**src/hdl/pip_ram.sv**
```systemverilog
`timescale 1ns / 1ps

// Simple dual-port RAM: one write port, one read port with registered data.
module pip_ram #(
  parameter int Width = 32,
  parameter int Depth = 64,
  localparam int AddrW = (Depth > 1) ? $clog2(Depth) : 1
) (
  input  logic             clk_i,
  input  logic             we_i,
  input  logic [AddrW-1:0] waddr_i,
  input  logic [Width-1:0] wdata_i,
  input  logic [AddrW-1:0] raddr_i,
  output logic [Width-1:0] rdata_o
);

  logic [Width-1:0] mem_q [Depth];

  always_ff @(posedge clk_i) begin
    if (we_i) begin
      mem_q[waddr_i] <= wdata_i;
    end
    rdata_o <= mem_q[raddr_i];
  end

endmodule

```
**config.mk**
```make
export PLATFORM = sky130hd
export DESIGN_NAME = pip_ram
export DESIGN_NICKNAME = d
export VERILOG_FILES = /design/src/hdl/pip_ram.sv
export SDC_FILE = /design/constraint.sdc
export NUM_CORES = 2
export LEC_CHECK = 0
export BUFFER_PORTS_ARGS = -buffer_cell sky130_fd_sc_hd__buf_2
export CAP_MARGIN = 40
export CORE_UTILIZATION = 30
export DETAILED_ROUTE_END_ITERATION = 10
export GPL_TIMING_DRIVEN = 1
export MAX_ROUTING_LAYER = met4
export PLACE_DENSITY = 0.45
export SYNTH_ARGS = -nofsm -noshare
export SYNTH_HDL_FRONTEND = slang
export SYNTH_SLANG_ARGS = --single-unit
```
**constraint.sdc**
```tcl
create_clock -name clk_i -period 8.1 [get_ports clk_i]
set_input_delay 0.405 -clock clk_i [delete_from_list [all_inputs] [get_ports clk_i]]
set_output_delay 0.405 -clock clk_i [all_outputs]
set_load 0.03 [all_outputs]
```
==> Word level (Yosys, flattened, before mapping) <==
Memory sizes are Yosys's and may differ from the RTL's. A register that Yosys moved wholly into a read port is not among the register bits.
Cells that the tools add are included.
{ "totals": {"regBits": 0, "latchBits": 0, "ram_bits": 2048, "romBits": 0, "in_bits": 46, "out_inout_bits": 32, "elab_cells": 3, "n_memories": 1} }
{ "op_classes": {"addsub": 0, "n_mul": 0, "n_div": 0, "order_cmp": 0, "eq_ne": 0, "shift": 0, "mux": 2, "n_bitwise": 0, "reduce_logical": 0} }
{ "mem_list": {"columns": ["memory", "words", "width", "rd", "rd_ports_with_merged_regs", "write_ports", "line_no", "text"], "rows": [
  ["mem_q", 64, 32, 1, 1, 1, "17", "logic [Width-1:0] mem_q [Depth];"]
]} }
{ "ops": {"columns": ["cell", "n"], "rows": [
  ["1-bit two-way mux", 2]
]} }

==> Depth between registers and ports, before layout <==
{ "depth": {"depth_word": 2, "mapped_depth": 10, "depth_no_buf": 5} }

==> Worst setup path after synthesis <==
OpenSTA, ideal clock, no wires.
{ "synth_timing": {"kind": "input to register", "from": "input port waddr_i[3]", "to": "memory mem_q[48][0], enable pin", "setup_time_ns": 0.461, "arrival_time_ns": 3.104, "required_ns": 7.639, "path_slack_ns": 4.535, "cell_stages": 4, "n_path_buf": 1, "path_cell_list": "clkbuf_1 nor2b_1 nand4b_1 nor3_1"} }
{ "synth_lines": {"columns": ["element", "line_no", "text"], "rows": [
  ["from (decl)", "11", "input logic [AddrW-1:0] waddr_i,"],
  ["to (decl)", "17", null]
]} }
Straight into the memory's write port.

==> impl_metrics.ini <==
[sta]
hold_violations = 0
rsz0062_at_grt = no
totalNegativeSetupSlack_ns = 0
timing.final.crit_share = 0.3867
setup_viol = 0
maximum_clock_rate_mhz = 319.3
max_slew_margin = 0.3323
skew_final_ns = 0.03448
tmin_final_ns = 3.132
final-max-slew-violation-count = 0
tightestPinTransition_ns = 1.002

[synthesis]
yosysTopAreaCellShare = 0.7833
synthesis.instances = 3324
yosys_register_bits = 2080
synth_top_flop_cell = sky130_fd_sc_hd__edfxtp_1
synth-edff-count = 2048
yosysTopAreaCell = sky130_fd_sc_hd__edfxtp_1
yosys-top-cells-area = sky130_fd_sc_hd__edfxtp_1 78%, sky130_fd_sc_hd__mux4_2 16%, sky130_fd_sc_hd__mux2i_1 1.2%
number_of_unique_standard_cell_types_used_by_synthesis = 34
syn-num-nets = 3370
seq_area_frac_synth = 0.7914
synthesized_area_divided_by_synthesized_cell_count_sq_um = 23.62
synth.yosys.warnings = 0
synth_async_sr_flop_share = 0
synth.cell_area_sq_um = 78520

[floorplanning]
die-height_um = 513.6
fp-row-count = 187
chipWidth_um = 513.6
floorplan.core_area_sq_um = 259900
initial_core_util = 0.3020
floorplan.io_pins = 78
die-area_sq_um = 263800

[clocking]
clock_slew_seen_by_the_registers_of_the_worst_setup_and_hold_paths_ns = 0.06
worst_skew_pair.late_latency_ns = 0.88
tritoncts_clock_tree = done
cts_setup_buffers = 0
number_of_buffers_created_by_cts = 217
max-clock-path-buffers = 3
cts_sinks = 2080
clock-root-buffer = sky130_fd_sc_hd__clkbuf_16
cts_max_level = 4

[global_routing]
initial_antenna_violation_count = 18
grt_pass1_wl_mm = 317.3
global_route.usage.total = 0.1791
grt_pass1_vias = 37660
grt_max_degree = 98
global_route.overflow_total = 0

[finish]
commonest_non_fill_non_tap_cell_in_the_layout = sky130_fd_sc_hd__edfxtp_1
syn2layout_area_growth_pct = 16.47
mostFrequentLayoutCells = 2048 x sky130_fd_sc_hd__edfxtp_1, 544 x sky130_fd_sc_hd__mux4_2, 217 x sky130_fd_sc_hd__clkbuf_16, 124 x sky130_fd_sc_hd__buf_4, 93 x sky130_fd_sc_hd__mux2i_1
stdcell_count = 7286
layout.core_utilization = 0.3518
drive_above_1_share = 0.3015
design_area_sq_um = 91440
finish.net_count = 3644

[setup_path]
cp.arrival_ns = 3.83
worstSetupEndpointType = flop
critical_path.max_fanout = 92
crit_required_ns = 8.80
criticalPathCategory = in2reg
setup.worst_path.start_class = input port

[route]
drtAntennaViolNets = 0
1st_pass_router_iterations = 5
wirelength_mm = 229.8
wl_per_cell_um = 31.54
drt_iter0_markers = 4044
viasPerCell = 5.033
post-route-drc-count = 0
via_count = 36670

[worst_hold_path]
timing.hold.worst.class = in2reg

[placement]
dp_cells = 6872
detailed_place.area_sq_um = 84510
globalplace.congestion = 0.7510
port_buffers = 77
dp_wirelength_mm = 123.4

[pwr]
vdd_drop_max_mv = 0.2177
cellPowerDensity_nw_per_um2 = 249.5
leakagePower_uw = 0.02799

[job]
drv_cap = 0

[run_status]
result_of_the_run = complete, no violations
==> cell families (layout without fill, tap and decap cells) <==
logic type	count (synthesis)	after routing	share of synthesized area
AND/OR/NAND/NOR	223	223	0.01265
AO/OA/AOI/OAI	202	202	0.01673
other	0	5	0
buffers and inverters	182	643	0.01128
flip-flops	2080	2080	0.7914
multiplexers	637	637	0.1679
==> timing repair <==
item,CTS,global route
hold endpoints to repair,28,0
resized for setup,0,0
hold buffers,2,0
==> cells in the mapped netlist, drive strengths merged (7+ instances only) <==
cell type / number
mux2i: 93
nor2: 137
buf: 108
nand2b: 8
a22oi: 12
a21oi: 62
nand2: 26
o221ai: 27
clkbuf: 74
a311oi: 8
dfxtp: 32
mux4: 544
edfxtp: 2048
nor2b: 15
o22ai: 84
nor3: 7
==> cell type report <==
cell class / instances / area, sq um
fillers: 23890 / 168500
diodes: 5 / 12.51
clock inverters: 114 / 1097
multi-input cells: 1062 / 15980
flip-flops and latches: 2080 / 62140
repair buffers: 237 / 2073
clock buffers: 292 / 5772
well taps: 3496 / 4374
==> worst max-delay path, stage by stage <==
cell and delay (ns):
sky130_fd_sc_hd__buf_8 0.45, sky130_fd_sc_hd__buf_12 0.52, sky130_fd_sc_hd__buf_4 0.65, sky130_fd_sc_hd__mux4_2 0.67, sky130_fd_sc_hd__o22ai_1 0.60, sky130_fd_sc_hd__nor2_1 0.20
==> registers in the layout, summed over array words and instances (netlist names) <==
register  cells
mem_q      2048
rdata_o      32
==> stage by stage <==
step / hold slack (ns) / setup slack [ns] / power (uW)
6_report: 0.09138 / 4.968 / 22810
5_1_grt: 0.06509 / 4.933 / 23500
4_1_cts: 0.01263 / 4.937 / 23070
3_5_place_dp: 0.7559 / 3.986 / 13390
3_3_place_gp: 0.7320 / 4.021 / 13380
2_1_floorplan: 0.5039 / 4.535 / 12790
==> path summary, 6_finish.rpt <==
path / from / to / slack [ns] / cells past startpoint
max reg2reg: mem_q[27][21] / rdata_o[21] / 5.63 / 4
min: raddr_i[4] / rdata_o[3] / 0.09 / 3
min reg2reg: mem_q[12][8] / rdata_o[8] / 0.76 / 4
max: raddr_i[2] / rdata_o[30] / 4.97 / 6
==> power breakdown <==
part	total, uW	switching (uW)	internal, uW
clock network	9680	4220	5460
registers	12000	57.3	11900
logic	1160	755	406
total	22800	5030	17800
==> metal layers <==
metal | track usage | wire, um | vias up
met3 | 0.02440 | 11340 | 283
met4 | 0.04105 | 4576 | 0
met5 | - | 0 | -
li1 | - | - | 14850
met1 | 0.2438 | 101900 | 20490
met2 | 0.2853 | 112000 | 1054
Power figures use the tool's default switching activity.
